==> src/hw/rtl/wsd_pkg.sv <==
// shared types, constants and field layout of the wheel sync drive controller
package wsd_pkg;

    // encoder position width
    localparam int POS_W = 24;

    // register widths
    localparam int TGT_W   = 24;
    localparam int PCT_W   = 7;
    localparam int TPS_W   = 16;
    localparam int TIME_W  = 24;
    localparam int CORR_W  = 15;
    localparam int DT_W    = 8;
    localparam int CFG_W   = 24;
    localparam int CFG_IDX_W = 3;

    // output widths
    localparam int DRIVE_W = 16;
    localparam int CAUSE_W = 2;

    // correction gain 0.23 * 1800 * 256 = 207 << 9
    localparam int KP_MANT_W = 8;
    localparam logic [KP_MANT_W-1:0] KP_MANT = 8'd207;
    localparam int KP_SHIFT = 9;

    // serial divider sizing
    localparam int NUM_W  = POS_W + KP_MANT_W + KP_SHIFT;
    localparam int QUO_W  = 16;
    localparam int QCNT_W = $clog2(QUO_W);
    localparam int DS_W   = TGT_W + QUO_W - 1;
    localparam int CMP_W  = (NUM_W > DS_W + 1) ? NUM_W : DS_W + 1;

    // speed arithmetic, percent in q7.8
    localparam int SPD_W = 15;
    localparam int SUM_W = SPD_W + 3;
    localparam int MAG_W = SUM_W - 1;
    localparam logic [MAG_W-1:0] MIN_SPEED  = 17'd5120;
    localparam logic [MAG_W-1:0] FULL_SCALE = 17'd25600;
    localparam logic [TGT_W-1:0] DRIVE_DIV  = 24'd100;
    localparam int DRV_SHIFT = 8;
    localparam logic [QUO_W-1:0] DRIVE_MAX = 16'd32767;

    // run timing
    localparam logic [TIME_W-1:0] CONTACT_LIMIT_MS = 24'd3000;
    localparam logic [TIME_W-1:0] TIME_MAX         = 24'hFFFFFF;

    // register reset values
    localparam logic [TGT_W-1:0]  RST_TARGET   = 24'd1000;
    localparam logic [PCT_W-1:0]  RST_BASE_PCT = 7'd30;
    localparam logic [TPS_W-1:0]  RST_MAX_TPS  = 16'd4000;
    localparam logic [TIME_W-1:0] RST_TIMEOUT  = 24'd30000;
    localparam logic [CORR_W-1:0] RST_MAX_CORR = 15'd2176;

    // register indexes
    localparam logic [CFG_IDX_W-1:0] REG_TARGET   = 3'd0;
    localparam logic [CFG_IDX_W-1:0] REG_BASE_PCT = 3'd1;
    localparam logic [CFG_IDX_W-1:0] REG_LEFT_REV = 3'd2;
    localparam logic [CFG_IDX_W-1:0] REG_RIGHT_REV = 3'd3;
    localparam logic [CFG_IDX_W-1:0] REG_MAX_TPS  = 3'd4;
    localparam logic [CFG_IDX_W-1:0] REG_TIMEOUT  = 3'd5;
    localparam logic [CFG_IDX_W-1:0] REG_STOP_TGT = 3'd6;
    localparam logic [CFG_IDX_W-1:0] REG_MAX_CORR = 3'd7;

    // stop causes
    localparam logic [CAUSE_W-1:0] CAUSE_RUN     = 2'd0;
    localparam logic [CAUSE_W-1:0] CAUSE_TARGET  = 2'd1;
    localparam logic [CAUSE_W-1:0] CAUSE_TIMEOUT = 2'd2;
    localparam logic [CAUSE_W-1:0] CAUSE_CONTACT = 2'd3;

    // input tdata layout
    localparam int IN_LPOS_LO = 0;
    localparam int IN_RPOS_LO = POS_W;
    localparam int IN_LC_BIT  = 2 * POS_W;
    localparam int IN_RC_BIT  = 2 * POS_W + 1;
    localparam int IN_DT_LO   = 2 * POS_W + 2;
    localparam int IN_RST_BIT = IN_DT_LO + DT_W;
    localparam int IN_BITS    = IN_RST_BIT + 1;
    localparam int IN_W       = ((IN_BITS + 7) / 8) * 8;

    // output tdata layout
    localparam int OUT_BITS = 2 * DRIVE_W + 1 + CAUSE_W;
    localparam int OUT_W    = ((OUT_BITS + 7) / 8) * 8;

    typedef struct packed {
        logic             restart;
        logic             left_contact;
        logic             right_contact;
        logic [DT_W-1:0]  elapsed_ms;
    } t_item_ctl;

    typedef struct packed {
        logic               drive_on;
        logic               finished;
        logic [CAUSE_W-1:0] cause;
    } t_run_dec;

    typedef struct packed {
        logic             neg;
        logic [SPD_W-1:0] mag;
    } t_speed;

    typedef struct packed {
        logic             done;
        logic             overflow;
        logic [QUO_W-1:0] quotient;
    } t_div_res;

endpackage

==> src/hw/rtl/wsd_serdiv.sv <==
// bit-serial restoring divider, one quotient bit per cycle with overflow flag
module wsd_serdiv (
    input  logic                            i_clk,
    input  logic                            i_rst_n,
    input  logic                            i_start,
    input  logic [wsd_pkg::NUM_W-1:0]       i_dividend,
    input  logic [wsd_pkg::TGT_W-1:0]       i_divisor,
    output wsd_pkg::t_div_res               o_res,
    output logic                            o_busy
);

    localparam logic [1:0] D_IDLE = 2'd0;
    localparam logic [1:0] D_CHK  = 2'd1;
    localparam logic [1:0] D_RUN  = 2'd2;

    logic [1:0]                      r_state;
    logic [wsd_pkg::NUM_W-1:0]       r_rem;
    logic [wsd_pkg::DS_W-1:0]        r_ds;
    logic [wsd_pkg::QUO_W-1:0]       r_quo;
    logic [wsd_pkg::QCNT_W-1:0]      r_cnt;
    logic                            r_ovf;
    logic                            r_done;

    logic                            w_ge;
    logic [wsd_pkg::NUM_W-1:0]       w_diff;

    // trial subtract of the aligned divisor
    assign w_ge   = wsd_pkg::CMP_W'(r_rem) >= wsd_pkg::CMP_W'(r_ds);
    assign w_diff = wsd_pkg::NUM_W'(wsd_pkg::CMP_W'(r_rem) - wsd_pkg::CMP_W'(r_ds));

    always_ff @(posedge i_clk) begin
        if (!i_rst_n) begin
            r_state <= D_IDLE;
            r_done  <= 1'b0;
            r_cnt   <= '0;
        end else begin
            r_done <= 1'b0;
            unique case (r_state)
                D_IDLE: begin
                    if (i_start) begin
                        r_state <= D_CHK;
                    end
                end
                D_CHK: begin
                    r_state <= D_RUN;
                    r_cnt   <= '0;
                end
                D_RUN: begin
                    r_cnt <= r_cnt + wsd_pkg::QCNT_W'(1);
                    if (r_cnt == wsd_pkg::QCNT_W'(wsd_pkg::QUO_W - 1)) begin
                        r_state <= D_IDLE;
                        r_done  <= 1'b1;
                    end
                end
                default: begin
                    r_state <= D_IDLE;
                end
            endcase
        end
    end

    always_ff @(posedge i_clk) begin
        if (r_state == D_IDLE && i_start) begin
            r_rem <= i_dividend;
            r_ds  <= {i_divisor, {(wsd_pkg::QUO_W - 1){1'b0}}};
            r_quo <= '0;
        end else if (r_state == D_CHK) begin
            // quotient needs more than QUO_W bits
            r_ovf <= wsd_pkg::CMP_W'(r_rem) >= wsd_pkg::CMP_W'({r_ds, 1'b0});
        end else if (r_state == D_RUN) begin
            if (w_ge) begin
                r_rem <= w_diff;
            end
            r_quo <= {r_quo[wsd_pkg::QUO_W-2:0], w_ge};
            r_ds  <= r_ds >> 1;
        end
    end

    assign o_res.done     = r_done;
    assign o_res.overflow = r_ovf;
    assign o_res.quotient = r_quo;
    assign o_busy         = (r_state != D_IDLE);

endmodule

==> src/hw/rtl/wsd_run_ctrl.sv <==
// run state: elapsed time, limit, contact flags and stop decision
module wsd_run_ctrl (
    input  logic                            i_clk,
    input  logic                            i_rst_n,
    input  logic                            i_eval,
    input  wsd_pkg::t_item_ctl              i_item,
    input  logic [wsd_pkg::POS_W-1:0]       i_left_abs,
    input  logic [wsd_pkg::POS_W-1:0]       i_right_abs,
    input  logic [wsd_pkg::TGT_W-1:0]       i_target,
    input  logic                            i_stop_on_target,
    input  logic [wsd_pkg::TIME_W-1:0]      i_run_timeout,
    input  logic                            i_timeout_wr,
    input  logic [wsd_pkg::TIME_W-1:0]      i_timeout_data,
    output wsd_pkg::t_run_dec               o_dec
);

    localparam int TC_W = (wsd_pkg::POS_W > wsd_pkg::TGT_W) ? wsd_pkg::POS_W
                                                            : wsd_pkg::TGT_W;

    logic [wsd_pkg::TIME_W-1:0]  r_run_time;
    logic [wsd_pkg::TIME_W-1:0]  r_limit;
    logic                        r_lseen;
    logic                        r_rseen;
    logic                        r_over;
    logic [wsd_pkg::CAUSE_W-1:0] r_cause;

    logic [wsd_pkg::TIME_W-1:0]  n_run_time;
    logic [wsd_pkg::TIME_W-1:0]  n_limit;
    logic                        n_lseen;
    logic                        n_rseen;
    logic                        n_over;
    logic [wsd_pkg::CAUSE_W-1:0] n_cause;

    logic [wsd_pkg::TIME_W-1:0]  w_lim0;
    logic [wsd_pkg::TIME_W:0]    w_sum;
    logic [wsd_pkg::TIME_W-1:0]  w_tsat;
    logic                        w_tgt_hit;
    logic                        w_drive_on;

    always_comb begin
        // restart clears the run before the item is processed
        n_run_time = i_item.restart ? '0 : r_run_time;
        w_lim0     = i_item.restart ? i_run_timeout : r_limit;
        n_limit    = w_lim0;
        n_lseen    = i_item.restart ? 1'b0 : r_lseen;
        n_rseen    = i_item.restart ? 1'b0 : r_rseen;
        n_over     = i_item.restart ? 1'b0 : r_over;
        n_cause    = i_item.restart ? wsd_pkg::CAUSE_RUN : r_cause;
        w_drive_on = 1'b0;

        w_sum  = {1'b0, n_run_time} + (wsd_pkg::TIME_W + 1)'(i_item.elapsed_ms);
        w_tsat = w_sum[wsd_pkg::TIME_W] ? wsd_pkg::TIME_MAX : w_sum[wsd_pkg::TIME_W-1:0];
        w_tgt_hit = i_stop_on_target
                    && (TC_W'(i_left_abs) >= TC_W'(i_target))
                    && (TC_W'(i_right_abs) >= TC_W'(i_target));

        if (!n_over) begin
            n_run_time = w_tsat;
            if (w_tsat >= w_lim0) begin
                n_over  = 1'b1;
                n_cause = wsd_pkg::CAUSE_TIMEOUT;
            end else if (w_tgt_hit) begin
                n_over  = 1'b1;
                n_cause = wsd_pkg::CAUSE_TARGET;
            end else begin
                w_drive_on = 1'b1;
                // first closure of a contact restarts the clock on a short limit
                if (i_item.left_contact && !n_lseen) begin
                    n_lseen    = 1'b1;
                    n_run_time = '0;
                    n_limit    = wsd_pkg::CONTACT_LIMIT_MS;
                end
                if (i_item.right_contact && !n_rseen) begin
                    n_rseen    = 1'b1;
                    n_run_time = '0;
                    n_limit    = wsd_pkg::CONTACT_LIMIT_MS;
                end
                if (n_lseen && n_rseen) begin
                    n_over     = 1'b1;
                    n_cause    = wsd_pkg::CAUSE_CONTACT;
                    w_drive_on = 1'b0;
                end
            end
        end

        o_dec.drive_on = w_drive_on;
        o_dec.finished = n_over;
        o_dec.cause    = n_cause;
    end

    always_ff @(posedge i_clk) begin
        if (!i_rst_n) begin
            r_run_time <= '0;
            r_limit    <= wsd_pkg::RST_TIMEOUT;
            r_lseen    <= 1'b0;
            r_rseen    <= 1'b0;
            r_over     <= 1'b0;
            r_cause    <= wsd_pkg::CAUSE_RUN;
        end else if (i_eval) begin
            r_run_time <= n_run_time;
            r_limit    <= n_limit;
            r_lseen    <= n_lseen;
            r_rseen    <= n_rseen;
            r_over     <= n_over;
            r_cause    <= n_cause;
        end else if (i_timeout_wr && !r_lseen && !r_rseen) begin
            r_limit <= i_timeout_data;
        end
    end

endmodule

==> src/hw/rtl/wsd_speed_shaper.sv <==
// applies the correction to both wheel speeds, minimum speed and full scale clamp
module wsd_speed_shaper (
    input  logic [wsd_pkg::CORR_W-1:0] i_corr_mag,
    input  logic                       i_corr_neg,
    input  logic [wsd_pkg::PCT_W-1:0]  i_base_pct,
    input  logic                       i_left_rev,
    input  logic                       i_right_rev,
    output wsd_pkg::t_speed            o_left,
    output wsd_pkg::t_speed            o_right
);

    logic w_delta_pos;

    function automatic wsd_pkg::t_speed shape(
        input logic                       rev,
        input logic                       delta_pos,
        input logic [wsd_pkg::CORR_W-1:0] cmag,
        input logic [wsd_pkg::PCT_W-1:0]  pct
    );
        logic signed [wsd_pkg::SUM_W-1:0] base;
        logic signed [wsd_pkg::SUM_W-1:0] delta;
        logic signed [wsd_pkg::SUM_W-1:0] s;
        logic [wsd_pkg::MAG_W-1:0]        a;
        wsd_pkg::t_speed                  res;
        base  = wsd_pkg::SUM_W'({pct, 8'b0});
        delta = wsd_pkg::SUM_W'(cmag);
        s = (rev ? -base : base) + (delta_pos ? delta : -delta);
        a = s[wsd_pkg::SUM_W-1] ? wsd_pkg::MAG_W'(-s) : wsd_pkg::MAG_W'(s);
        // small nonzero speeds are raised to the minimum
        if (a != '0 && a < wsd_pkg::MIN_SPEED) begin
            a = wsd_pkg::MIN_SPEED;
        end
        if (a > wsd_pkg::FULL_SCALE) begin
            a = wsd_pkg::FULL_SCALE;
        end
        res.neg = s[wsd_pkg::SUM_W-1];
        res.mag = a[wsd_pkg::SPD_W-1:0];
        return res;
    endfunction

    // the correction pushes both wheels the same way, direction by polarity
    assign w_delta_pos = i_corr_neg ? i_right_rev : i_left_rev;

    assign o_left  = shape(i_left_rev, w_delta_pos, i_corr_mag, i_base_pct);
    assign o_right = shape(i_right_rev, w_delta_pos, i_corr_mag, i_base_pct);

endmodule

==> src/hw/rtl/wheel_sync_drive_controller.sv <==
// top level of the wheel sync drive controller
//
// one input transaction is one control period of a straight two-wheel run and
// yields exactly one output transaction with both drive commands, the finished
// flag and the stop cause. a period that keeps the motors driven makes two
// passes through the bit-serial divider (16 quotient bits plus an overflow
// check each), first for the correction term against the target distance and
// then for both drive scalings by 100 side by side. a period that ends the
// run, or arrives after it ended, skips both divisions. the next transaction
// is taken while a result still waits in the output register. configuration
// is written through a plain write port; the user must write it only while
// the block is idle, the block itself does not enforce this.
module wheel_sync_drive_controller (
    input  logic                            i_clk,
    input  logic                            i_rst_n,

    // fields from bit 0: left_position, right_position, left_contact,
    // right_contact, elapsed_ms, restart, zero pad
    input  logic                            s_axis_tvalid,
    output logic                            s_axis_tready,
    input  logic [wsd_pkg::IN_W-1:0]        s_axis_tdata,

    // fields from bit 0: left_drive, right_drive, finished, stop_cause, zero pad
    output logic                            m_axis_tvalid,
    input  logic                            m_axis_tready,
    output logic [wsd_pkg::OUT_W-1:0]       m_axis_tdata,

    input  logic                            i_cfg_we,
    input  logic [wsd_pkg::CFG_IDX_W-1:0]   i_cfg_index,
    input  logic [wsd_pkg::CFG_W-1:0]       i_cfg_data
);

    localparam logic [2:0] ST_IDLE  = 3'd0;
    localparam logic [2:0] ST_EVAL  = 3'd1;
    localparam logic [2:0] ST_MUL   = 3'd2;
    localparam logic [2:0] ST_CDIV  = 3'd3;
    localparam logic [2:0] ST_SHAPE = 3'd4;
    localparam logic [2:0] ST_PROD  = 3'd5;
    localparam logic [2:0] ST_DDIV  = 3'd6;
    localparam logic [2:0] ST_OUT   = 3'd7;

    localparam int PROD_W = wsd_pkg::SPD_W + wsd_pkg::TPS_W;
    localparam int KPP_W  = wsd_pkg::POS_W + wsd_pkg::KP_MANT_W;

    // configuration registers
    logic [wsd_pkg::TGT_W-1:0]   r_target;
    logic [wsd_pkg::PCT_W-1:0]   r_base_pct;
    logic                        r_left_rev;
    logic                        r_right_rev;
    logic [wsd_pkg::TPS_W-1:0]   r_max_tps;
    logic [wsd_pkg::TIME_W-1:0]  r_timeout;
    logic                        r_stop_tgt;
    logic [wsd_pkg::CORR_W-1:0]  r_max_corr;

    // sequencer and item registers
    logic [2:0]                  r_state;
    logic [2:0]                  n_state;
    wsd_pkg::t_item_ctl          r_item;
    logic [wsd_pkg::POS_W-1:0]   r_left_abs;
    logic [wsd_pkg::POS_W-1:0]   r_right_abs;
    logic [wsd_pkg::POS_W-1:0]   r_diff_mag;
    logic                        r_diff_neg;
    logic [wsd_pkg::CORR_W-1:0]  r_corr_mag;
    wsd_pkg::t_speed             r_lspd;
    wsd_pkg::t_speed             r_rspd;
    logic                        r_fin;
    logic [wsd_pkg::CAUSE_W-1:0] r_cause;
    logic [wsd_pkg::DRIVE_W-1:0] r_left_drive;
    logic [wsd_pkg::DRIVE_W-1:0] r_right_drive;

    // output register
    logic                        r_out_valid;
    logic [wsd_pkg::OUT_W-1:0]   r_out_data;

    logic                        w_accept;
    logic                        w_out_load;
    logic [wsd_pkg::POS_W-1:0]   w_lpos;
    logic [wsd_pkg::POS_W-1:0]   w_rpos;
    wsd_pkg::t_run_dec           w_dec;
    logic                        w_timeout_wr;
    logic [KPP_W-1:0]            w_kp_prod;
    logic [wsd_pkg::NUM_W-1:0]   w_corr_num;
    logic [wsd_pkg::TGT_W-1:0]   w_tgt_div;
    logic [PROD_W-1:0]           w_lprod;
    logic [PROD_W-1:0]           w_rprod;
    logic                        w_div_a_start;
    logic                        w_div_b_start;
    logic [wsd_pkg::NUM_W-1:0]   w_div_a_num;
    logic [wsd_pkg::TGT_W-1:0]   w_div_a_den;
    wsd_pkg::t_div_res           w_div_a_res;
    wsd_pkg::t_div_res           w_div_b_res;
    logic                        w_div_a_busy;
    logic                        w_div_b_busy;
    wsd_pkg::t_speed             w_lshape;
    wsd_pkg::t_speed             w_rshape;

    function automatic logic [wsd_pkg::DRIVE_W-1:0] to_drive(
        input logic                      neg,
        input wsd_pkg::t_div_res         res
    );
        logic [wsd_pkg::DRIVE_W-1:0] mag;
        mag = (res.overflow || res.quotient > wsd_pkg::DRIVE_MAX)
              ? wsd_pkg::DRIVE_W'(wsd_pkg::DRIVE_MAX)
              : wsd_pkg::DRIVE_W'(res.quotient);
        return neg ? -mag : mag;
    endfunction

    assign s_axis_tready = (r_state == ST_IDLE);
    assign w_accept      = s_axis_tvalid && s_axis_tready;
    assign w_out_load    = (r_state == ST_OUT) && (!r_out_valid || m_axis_tready);

    assign w_lpos = s_axis_tdata[wsd_pkg::IN_LPOS_LO +: wsd_pkg::POS_W];
    assign w_rpos = s_axis_tdata[wsd_pkg::IN_RPOS_LO +: wsd_pkg::POS_W];

    // ---------------- configuration port ----------------
    assign w_timeout_wr = i_cfg_we && (i_cfg_index == wsd_pkg::REG_TIMEOUT);

    always_ff @(posedge i_clk) begin
        if (!i_rst_n) begin
            r_target    <= wsd_pkg::RST_TARGET;
            r_base_pct  <= wsd_pkg::RST_BASE_PCT;
            r_left_rev  <= 1'b0;
            r_right_rev <= 1'b0;
            r_max_tps   <= wsd_pkg::RST_MAX_TPS;
            r_timeout   <= wsd_pkg::RST_TIMEOUT;
            r_stop_tgt  <= 1'b1;
            r_max_corr  <= wsd_pkg::RST_MAX_CORR;
        end else if (i_cfg_we) begin
            unique case (i_cfg_index)
                wsd_pkg::REG_TARGET:    r_target    <= i_cfg_data[wsd_pkg::TGT_W-1:0];
                wsd_pkg::REG_BASE_PCT:  r_base_pct  <= i_cfg_data[wsd_pkg::PCT_W-1:0];
                wsd_pkg::REG_LEFT_REV:  r_left_rev  <= i_cfg_data[0];
                wsd_pkg::REG_RIGHT_REV: r_right_rev <= i_cfg_data[0];
                wsd_pkg::REG_MAX_TPS:   r_max_tps   <= i_cfg_data[wsd_pkg::TPS_W-1:0];
                wsd_pkg::REG_TIMEOUT:   r_timeout   <= i_cfg_data[wsd_pkg::TIME_W-1:0];
                wsd_pkg::REG_STOP_TGT:  r_stop_tgt  <= i_cfg_data[0];
                wsd_pkg::REG_MAX_CORR:  r_max_corr  <= i_cfg_data[wsd_pkg::CORR_W-1:0];
                default: begin
                end
            endcase
        end
    end

    // ---------------- run state and stop decision ----------------
    wsd_run_ctrl u_run_ctrl (
        .i_clk            (i_clk),
        .i_rst_n          (i_rst_n),
        .i_eval           (r_state == ST_EVAL),
        .i_item           (r_item),
        .i_left_abs       (r_left_abs),
        .i_right_abs      (r_right_abs),
        .i_target         (r_target),
        .i_stop_on_target (r_stop_tgt),
        .i_run_timeout    (r_timeout),
        .i_timeout_wr     (w_timeout_wr),
        .i_timeout_data   (i_cfg_data[wsd_pkg::TIME_W-1:0]),
        .o_dec            (w_dec)
    );

    // ---------------- serial dividers ----------------
    // correction numerator 105984 * |L - R|, a zero target divides by one
    assign w_kp_prod  = KPP_W'(r_diff_mag) * KPP_W'(wsd_pkg::KP_MANT);
    assign w_corr_num = {w_kp_prod, {wsd_pkg::KP_SHIFT{1'b0}}};
    assign w_tgt_div  = (r_target == '0) ? wsd_pkg::TGT_W'(1) : r_target;

    // speed magnitude times ticks/s, the q7.8 scale drops out by the shift
    assign w_lprod = PROD_W'(r_lspd.mag) * PROD_W'(r_max_tps);
    assign w_rprod = PROD_W'(r_rspd.mag) * PROD_W'(r_max_tps);

    // divider a: correction first, then the left drive; divider b: right drive
    assign w_div_a_start = (r_state == ST_MUL) || (r_state == ST_PROD);
    assign w_div_b_start = (r_state == ST_PROD);
    assign w_div_a_num   = (r_state == ST_MUL) ? w_corr_num
                           : wsd_pkg::NUM_W'(w_lprod[PROD_W-1:wsd_pkg::DRV_SHIFT]);
    assign w_div_a_den   = (r_state == ST_MUL) ? w_tgt_div : wsd_pkg::DRIVE_DIV;

    wsd_serdiv u_div_a (
        .i_clk      (i_clk),
        .i_rst_n    (i_rst_n),
        .i_start    (w_div_a_start),
        .i_dividend (w_div_a_num),
        .i_divisor  (w_div_a_den),
        .o_res      (w_div_a_res),
        .o_busy     (w_div_a_busy)
    );

    wsd_serdiv u_div_b (
        .i_clk      (i_clk),
        .i_rst_n    (i_rst_n),
        .i_start    (w_div_b_start),
        .i_dividend (wsd_pkg::NUM_W'(w_rprod[PROD_W-1:wsd_pkg::DRV_SHIFT])),
        .i_divisor  (wsd_pkg::DRIVE_DIV),
        .o_res      (w_div_b_res),
        .o_busy     (w_div_b_busy)
    );

    // ---------------- speed shaping ----------------
    wsd_speed_shaper u_shaper (
        .i_corr_mag  (r_corr_mag),
        .i_corr_neg  (r_diff_neg),
        .i_base_pct  (r_base_pct),
        .i_left_rev  (r_left_rev),
        .i_right_rev (r_right_rev),
        .o_left      (w_lshape),
        .o_right     (w_rshape)
    );

    // ---------------- sequencer ----------------
    always_comb begin
        n_state = r_state;
        unique case (r_state)
            ST_IDLE:  if (w_accept) n_state = ST_EVAL;
            ST_EVAL:  n_state = w_dec.drive_on ? ST_MUL : ST_OUT;
            ST_MUL:   n_state = ST_CDIV;
            ST_CDIV:  if (w_div_a_res.done) n_state = ST_SHAPE;
            ST_SHAPE: n_state = ST_PROD;
            ST_PROD:  n_state = ST_DDIV;
            ST_DDIV:  if (w_div_a_res.done) n_state = ST_OUT;
            ST_OUT:   if (w_out_load) n_state = ST_IDLE;
            default:  n_state = ST_IDLE;
        endcase
    end

    always_ff @(posedge i_clk) begin
        if (!i_rst_n) begin
            r_state     <= ST_IDLE;
            r_out_valid <= 1'b0;
        end else begin
            r_state <= n_state;
            if (w_out_load) begin
                r_out_valid <= 1'b1;
            end else if (m_axis_tready) begin
                r_out_valid <= 1'b0;
            end
        end
    end

    // datapath registers
    always_ff @(posedge i_clk) begin
        if (w_accept) begin
            r_item.restart       <= s_axis_tdata[wsd_pkg::IN_RST_BIT];
            r_item.left_contact  <= s_axis_tdata[wsd_pkg::IN_LC_BIT];
            r_item.right_contact <= s_axis_tdata[wsd_pkg::IN_RC_BIT];
            r_item.elapsed_ms    <= s_axis_tdata[wsd_pkg::IN_DT_LO +: wsd_pkg::DT_W];
            r_left_abs  <= w_lpos[wsd_pkg::POS_W-1] ? -w_lpos : w_lpos;
            r_right_abs <= w_rpos[wsd_pkg::POS_W-1] ? -w_rpos : w_rpos;
        end
        if (r_state == ST_EVAL) begin
            r_fin      <= w_dec.finished;
            r_cause    <= w_dec.cause;
            r_diff_neg <= r_left_abs < r_right_abs;
            r_diff_mag <= (r_left_abs < r_right_abs) ? r_right_abs - r_left_abs
                                                     : r_left_abs - r_right_abs;
            if (!w_dec.drive_on) begin
                r_left_drive  <= '0;
                r_right_drive <= '0;
            end
        end
        // clamp the correction magnitude to the limit register
        if (r_state == ST_CDIV && w_div_a_res.done) begin
            r_corr_mag <= (w_div_a_res.overflow
                           || w_div_a_res.quotient > wsd_pkg::QUO_W'(r_max_corr))
                          ? r_max_corr : w_div_a_res.quotient[wsd_pkg::CORR_W-1:0];
        end
        if (r_state == ST_SHAPE) begin
            r_lspd <= w_lshape;
            r_rspd <= w_rshape;
        end
        if (r_state == ST_DDIV && w_div_a_res.done) begin
            r_left_drive  <= to_drive(r_lspd.neg, w_div_a_res);
            r_right_drive <= to_drive(r_rspd.neg, w_div_b_res);
        end
        if (w_out_load) begin
            r_out_data <= {(wsd_pkg::OUT_W - wsd_pkg::OUT_BITS)'(0),
                           r_cause, r_fin, r_right_drive, r_left_drive};
        end
    end

    assign m_axis_tvalid = r_out_valid;
    assign m_axis_tdata  = r_out_data;

    // ---------------- assertions ----------------
    // both drive dividers run in lockstep
    a_div_lockstep: assert property (@(posedge i_clk) disable iff (!i_rst_n)
        (r_state == ST_DDIV) |-> (w_div_a_busy == w_div_b_busy))
        else $error("drive dividers out of step");

    // finished goes with a nonzero stop cause
    a_fin_cause: assert property (@(posedge i_clk) disable iff (!i_rst_n)
        r_out_valid |-> (r_out_data[2*wsd_pkg::DRIVE_W]
            == (r_out_data[2*wsd_pkg::DRIVE_W+1 +: wsd_pkg::CAUSE_W] != wsd_pkg::CAUSE_RUN)))
        else $error("finished flag disagrees with stop cause");

    // a finished run never drives the motors
    a_fin_zero: assert property (@(posedge i_clk) disable iff (!i_rst_n)
        (r_out_valid && r_out_data[2*wsd_pkg::DRIVE_W])
            |-> (r_out_data[2*wsd_pkg::DRIVE_W-1:0] == '0))
        else $error("nonzero drive after end of run");

endmodule
==> config.mk <==
export PLATFORM = sky130hd
export DESIGN_NAME = wheel_sync_drive_controller
export DESIGN_NICKNAME = d
export VERILOG_FILES = /design/src/hw/rtl/wsd_pkg.sv /design/src/hw/rtl/wsd_serdiv.sv /design/src/hw/rtl/wsd_run_ctrl.sv /design/src/hw/rtl/wsd_speed_shaper.sv /design/src/hw/rtl/wheel_sync_drive_controller.sv
export SDC_FILE = /design/constraint.sdc
export NUM_CORES = 2
export LEC_CHECK = 0
export BUFFER_PORTS_ARGS = -buffer_cell sky130_fd_sc_hd__buf_4
export CAP_MARGIN = 10
export CORE_ASPECT_RATIO = 0.5
export CORE_MARGIN = 2
export CORE_UTILIZATION = 60
export CTS_BUF_LIST = sky130_fd_sc_hd__clkbuf_8
export DETAILED_ROUTE_END_ITERATION = 10
export PLACE_DENSITY = 0.77
export SYNTH_ARGS = -nofsm -noshare
export SYNTH_HDL_FRONTEND = slang
export SYNTH_SLANG_ARGS = --single-unit
==> constraint.sdc <==
create_clock -name i_clk -period 18.8 [get_ports i_clk]
set_input_delay 0.94 -clock i_clk [delete_from_list [all_inputs] [get_ports i_clk]]
set_output_delay 0.94 -clock i_clk [all_outputs]
set_load 0.01 [all_outputs]
Yosys cells after proc, flatten, opt, wreduce, memory -nomap -nowiden
Index checks and enable logic that the tools add are counted.
{"block": "word_totals", "regBits": 537, "out_inout_bits": 42, "wordCells": 280}
{"block": "classes", "addsub": 17, "multipliers": 3, "order_cmp": 15, "eq_ne": 31, "muxes": 96, "n_bitwise": 4, "reduce_logical": 63}
{"operator": "$mux W24", "count": 18}
{"operator": "$mux W41", "count": 5}
{"operator": "$mux W23", "count": 6}
{"operator": "$mux W16", "count": 8}
{"operator": "$mux W39", "count": 3}
{"operator": "$ge A24 B24 Y1", "count": 3}
{"operator": "$mux W17", "count": 4}
{"operator": "$mul A15 B16 Y31", "count": 2}
{"operator": "$mux W18", "count": 3}
{"operator": "$neg A24 Y24", "count": 2}
{"operator": "$sub A24 B24 Y24", "count": 2}
{"operator": "$ge A41 B22 Y1", "count": 1}
{"operator": "$ge A41 B23 Y1", "count": 1}
{"operator": "$ge A41 B39 Y1", "count": 1}
{"operator": "$ge A41 B40 Y1", "count": 1}
{"operator": "$sub A41 B22 Y41", "count": 1}
{"operator": "$sub A41 B39 Y41", "count": 1}
{"operator": "$add A18 B18 Y18", "count": 2}
{"operator": "$neg A15 Y18", "count": 2}
{"operator": "$gt A17 B15 Y1 const B", "count": 2}
{"operator": "$lt A17 B13 Y1 const B", "count": 2}
{"operator": "$neg A17 Y17", "count": 2}
{"operator": "$reduce_and A2 Y1", "count": 17}
{"operator": "$reduce_bool A17 Y1", "count": 2}
{"operator": "other kinds (32)", "count": 138}

Depth between registers and ports, before layout
{"block": "depth", "word_depth": 15, "depth_mapped": 35}

By module
From an unflattened synthesis, not the netlist that was laid out.
{"block": "hier_totals", "cells_unflattened": 6514, "hier_area_um2": 57988.1}
{"mod": "wheel_sync_drive_controller", "instances": 1, "cells_each": 3671, "area_each_um2": 34217.8, "seq_area_each_um2": 7897.6}
{"mod": "wsd_serdiv", "instances": 2, "cells_each": 832, "area_each_um2": 7518.5, "seq_area_each_um2": 2742.6}
{"mod": "wsd_run_ctrl", "instances": 1, "cells_each": 585, "area_each_um2": 4885.9, "seq_area_each_um2": 1061.0}
{"mod": "wsd_speed_shaper", "instances": 1, "cells_each": 594, "area_each_um2": 3847.4, "seq_area_each_um2": 0.0}

Least setup slack after synthesis
Ideal clock, no wire load.
{"block": "synth_path", "path_type": "register -> register", "startpoint": "register r_item[10] (netlist bit)", "endpoint": "register r_left_drive[0] (netlist bit), enable pin", "setup_time_ns": 0.466, "t_arrival_ns": 7.595, "required_ns": 18.334, "path_slack_ns": 10.739, "stages_incl_launch_ff": 32, "period_less_slack_ns": 8.061, "path_cell_list": "edfxtp_1 clkbuf_1 clkbuf_1 buf_1 nor2b_1 ha_1 fa_1 a21oi_1 nor2_1 nor2_1 o21bai_1 a21oi_1 o21bai_1 a21oi_1 nor2_1 nand2_1 nor2_1 nand3_1 clkbuf_1 nand2_1 ha_1 a21o_1 a21o_1 a21o_1 a21o_1 a211oi_1 o31ai_1 a31oi_1 o211ai_1 a21oi_1 and3_1 o21ai_0"}
{"block": "synth_between", "elab_chain_len": 14}
{"element": "start: declaration", "line_no": "wheel_sync_drive_controller.sv:58", "text": "wsd_pkg::t_item_ctl r_item;"}
{"element": "branches (longest 11 deep; another with $add A24 B8 Y25)"}
{"element": "$mux W1 *", "line_no": "wsd_run_ctrl.sv:57", "text": "if (!n_over) begin"}
{"element": "$ne A2 B2 Y1 (no source line) *"}
{"element": "$reduce_and A2 Y1 (no source line) *"}
{"element": "end signal: assignment", "line_no": "wheel_sync_drive_controller.sv:270", "text": "r_left_drive <= to_drive(r_lspd.neg, w_div_a_res);"}
{"element": "end: declaration", "line_no": "wheel_sync_drive_controller.sv:68", "text": "logic [wsd_pkg::DRIVE_W-1:0] r_left_drive;"}
Mark *: on every way between the ends. The select of a mux whose other input is x is not followed.
A chain may end at the register's enable or synchronous reset.

Worst setup path after layout
{"block": "layout_path", "startpoint": "register r_item[10] (netlist bit)", "endpoint": "register u_run_ctrl.r_run_time[5] (netlist bit)"}
{"block": "layout_between", "elab_chain_len": 8}
{"element": "branches (longest 7 deep; another with $add A24 B8 Y25)"}
{"element": "$mux W24 *", "line_no": "wsd_run_ctrl.sv:57"}
{"element": "end signal: assignment", "line_no": "wsd_run_ctrl.sv:100", "text": "r_run_time <= n_run_time;"}
{"element": "end: declaration", "line_no": "wsd_run_ctrl.sv:20", "text": "logic [wsd_pkg::TIME_W-1:0] r_run_time;"}
Mark *: on every way between the ends.

==> results.md <==
* Final Hold Violating Endpoints at 0
* Filler-free cell count of the finished design at 7092
* I/O Buffers at 127
* Sequential share of the synthesized area at 0.2577
* Die W at 424.4 um
* Pin count of the biggest net entering global routing at 70
* # resized after CTS at 0
* Die footprint at approximately 90000 sq um
* Final estimated routing congestion in global placement at 0.9383
* Element type at the critical path end: flop
* Post-layout net count at about 6900
* Number of antenna violations at the first check in global routing at 0
* Clk Latency, worst-skew pair at 0.82 ns
* First-pass GRT wire length at 218300 um
* Critical path startpoint: r_item[10]
* Number of buffers added for setup after CTS at 0
* Largest stage delay on the critical path at 0.60 ns
* Avg WL per Cell at 18.71 um
* Number of nets still failing antenna checks after routing at 0
* Worst-case register-to-register setup slack at 10.55 ns
* Standard cell core area at 87960 sq um
* Result of the run: complete, no violations
* Initial standard-cell utilization of the core at 0.6027
* Number of buffers added to fix hold violations after cts at 0
* Die Y-Extent at 214.2 um
* Flops & latches, synth at 537
* Cell with the most instances on the worst path: sky130_fd_sc_hd__a21o_1
* Number of optimization iterations in the first detailed-route pass at 7
* Worst min-delay path category: input port to flop
* Global router's overall resource usage at 0.2948
* Fin. max-slew vios at 0
* Fraction of layout instances using a drive strength above 1 at 0.06876
* Number of buffers created by CTS at 83
* FF-to-FF End: u_run_ctrl.r_run_time[5]
* Worst r2r path cells at 31
* Clock slew at reported path FFs at 0.07 ns
* Standard cell with the maximum stage delay on the critical path: sky130_fd_sc_hd__nand3_1
* Period utilisation layout at 0.4388
* Detailed-route DRC error count at 0
* Critical path fanouts, max at 52
* Ports placed on the boundary at about 140
* DR iter-0 viols at 3216
* Library cell used as clock root buffer: sky130_fd_sc_hd__clkbuf_8
* Post-synthesis instance area at about 53000 sq um
* Top library cells by usage in the layout, fill and taps aside: sky130_fd_sc_hd__inv_1, sky130_fd_sc_hd__nand2_1, sky130_fd_sc_hd__ha_1, sky130_fd_sc_hd__fa_1, sky130_fd_sc_hd__nor2_1
* R2R Path Start: r_item[10]
* Global route overflow at 0
* Area growth, synth to finish at 6.906%
* Via/cell ratio at 5.900
* Slew at the pin closest to its max-slew limit at 1.193 ns
* Number of global-route vias before repair at 42830
* Setup Total Neg Slack at 0 ns
* Unrepaired setup endpoints after global routing: no
* Via count of the routed design at roughly 42000
* Setup crit end: u_run_ctrl.r_run_time[5]
* Distinct cell type count of the synthesized netlist at around 110
* Launching element type of the critical path: flop
* Rows at 77
* Async set-reset flop share out of synthesis at 0
* Min cycle time layout at 8.249 ns
* Number of buffers between clock root and the deepest sink at 3
* Layout Skew at between 0.05 and 0.06 ns
* Syn_area_per_cell at 9.128 sq um
* Cells after DPL at 6933
* HPWL reported at the end of detailed placement at 101200 um
* Headroom to the max-slew limit at 0.2050
* Number of endpoints failing setup at the final stage at 0
* Total of max-cap violations at 0
* Number of H-tree levels at 3
* Total routed wirelength at 132700 um
* Data arrival time of the critical path at 8.93 ns
* Required time at the endpoint of the critical path at 19.49 ns
* Classification of the worst setup path: flop to flop
* Synth warnings at 0
* Post-synthesis cell count at 5808
* Clock tree from TritonCTS: done
* FMAX at 0.1212 GHz
* # clock sinks at around 540
* Final-layout fill cell count at roughly 7200
* Number of flops mapped to enable cells by yosys at 291
* Most frequent standard cell in the layout excluding fill and tap cells: sky130_fd_sc_hd__inv_1
* Dominant synthesized flop cell: sky130_fd_sc_hd__edfxtp_1
critical path: cells and delay by family (launching register included):
family / cells / cell delay, ns
AO/OA/AOI/OAI: 16 / 3.64
AND/OR/NAND/NOR: 11 / 2.58
adder cells (fa/ha/maj): 3 / 0.93
buffers and inverters: 1 / 0.58
flip-flops: 1 / 0.33
state kept, by name (all words and copies together) (netlist names), 7 cells and up:
| name | flops |
|---|---|
| u_div_a.r_ds | 39 |
| u_div_b.r_quo | 16 |
| r_rspd | 16 |
| u_div_b.r_rem | 41 |
| m_axis_tdata | 35 |
| r_base_pct | 7 |
| r_target | 24 |
| u_div_a.r_quo | 16 |
| u_div_b.r_ds | 22 |
| r_max_tps | 16 |
| r_corr_mag | 15 |
| r_right_drive | 16 |
| r_lspd | 16 |
| u_div_a.r_rem | 41 |
| u_run_ctrl.r_run_time | 24 |
| r_item | 11 |
| r_max_corr | 15 |
| r_left_abs | 24 |
| u_run_ctrl.r_limit | 24 |
| r_left_drive | 16 |
| r_timeout | 24 |
| r_diff_mag | 24 |
| r_right_abs | 24 |
worst min-delay path by stage:
| stage | start | cells after the start | endpoint | slack, ns |
|---|---|---|---|---|
| finish | s_axis_tdata[58] | 1 | r_item[10] | 0.30 |
| global placement | r_left_drive[5] | 0 | m_axis_tdata[5] | 0.40 |
| CTS | s_axis_tdata[50] | 1 | r_item[0] | 0.25 |
| detailed placement | r_right_drive[9] | 0 | m_axis_tdata[25] | 0.40 |
| global route | s_axis_tdata[50] | 1 | r_item[0] | 0.26 |
| floorplan | r_left_drive[0] | 0 | m_axis_tdata[0] | 0.40 |
cell type report:
cell class              count  area (sq um)  area share
multi-input cells        4303         35710      0.6301
inverters                 738          2770     0.04888
flip-flops and latches    537         13660      0.2411
diodes                      2         5.005  0.00008830
well taps                1185          1483     0.02616
clock inverters            66         524.3    0.009250
clock buffers              89          1225     0.02161
repair buffers            172          1295     0.02285
synthesized netlist by cell type (39+ instances only):
cell	instances	area, sq um
sky130_fd_sc_hd__xor2_1	99	867.1
sky130_fd_sc_hd__a21o_1	136	1021
sky130_fd_sc_hd__and2_1	231	1445
sky130_fd_sc_hd__or3_1	39	244.0
sky130_fd_sc_hd__clkbuf_1	200	750.7
sky130_fd_sc_hd__a211oi_1	41	307.8
sky130_fd_sc_hd__nor2_1	341	1280
sky130_fd_sc_hd__edfxtp_1	291	8738
sky130_fd_sc_hd__nor2b_1	69	431.7
sky130_fd_sc_hd__fa_1	446	8929
sky130_fd_sc_hd__nor3_1	57	285.3
sky130_fd_sc_hd__inv_1	735	2759
sky130_fd_sc_hd__nand2_1	669	2511
sky130_fd_sc_hd__nand3_1	85	425.4
sky130_fd_sc_hd__dfxtp_1	246	4925
sky130_fd_sc_hd__o21ai_0	234	1171
sky130_fd_sc_hd__nand2b_1	57	356.6
sky130_fd_sc_hd__nand4_1	47	294.0
sky130_fd_sc_hd__xnor2_1	205	1795
sky130_fd_sc_hd__a21oi_1	300	1501
sky130_fd_sc_hd__o31ai_1	42	315.3
sky130_fd_sc_hd__ha_1	549	6869
sky130_fd_sc_hd__mux2i_1	131	1311
cell families (layout without fill, tap and decap cells):
family,count (synthesis),count (layout),synth area share
flip-flops,537,537,0.2577
adder cells (fa/ha/maj),996,996,0.2982
XOR/XNOR,307,307,0.05126
buffers and inverters,972,1065,0.07035
AND/OR/NAND/NOR,1774,1774,0.1629
other,1,7,0.00007073
multiplexers,150,150,0.02877
AO/OA/AOI/OAI,1071,1071,0.1308
per-layer routing:
metal  part of all wire  global-route usage
met5                  0                   0
met4              0.031             0.09597
met3              0.063             0.04355
met2               0.48              0.4988
met1               0.43              0.3895
per-stage QoR:
stage               utilization  area (sq um)  setup slack (ns)  hold slack (ns)
CTS                      0.6441         56650             10.74           0.2510
detailed placement       0.6242         54900             10.82           0.4045
global route             0.6443         56670             9.977           0.2574
global placement         0.6242         54900             10.94           0.4037
finish                   0.6443         56680             10.55           0.2967
floorplan                     -         53030             10.74           0.4003
Power is not shown: default switching activity piles up to over one toggle a cycle in this logic, so the estimate is an artifact.
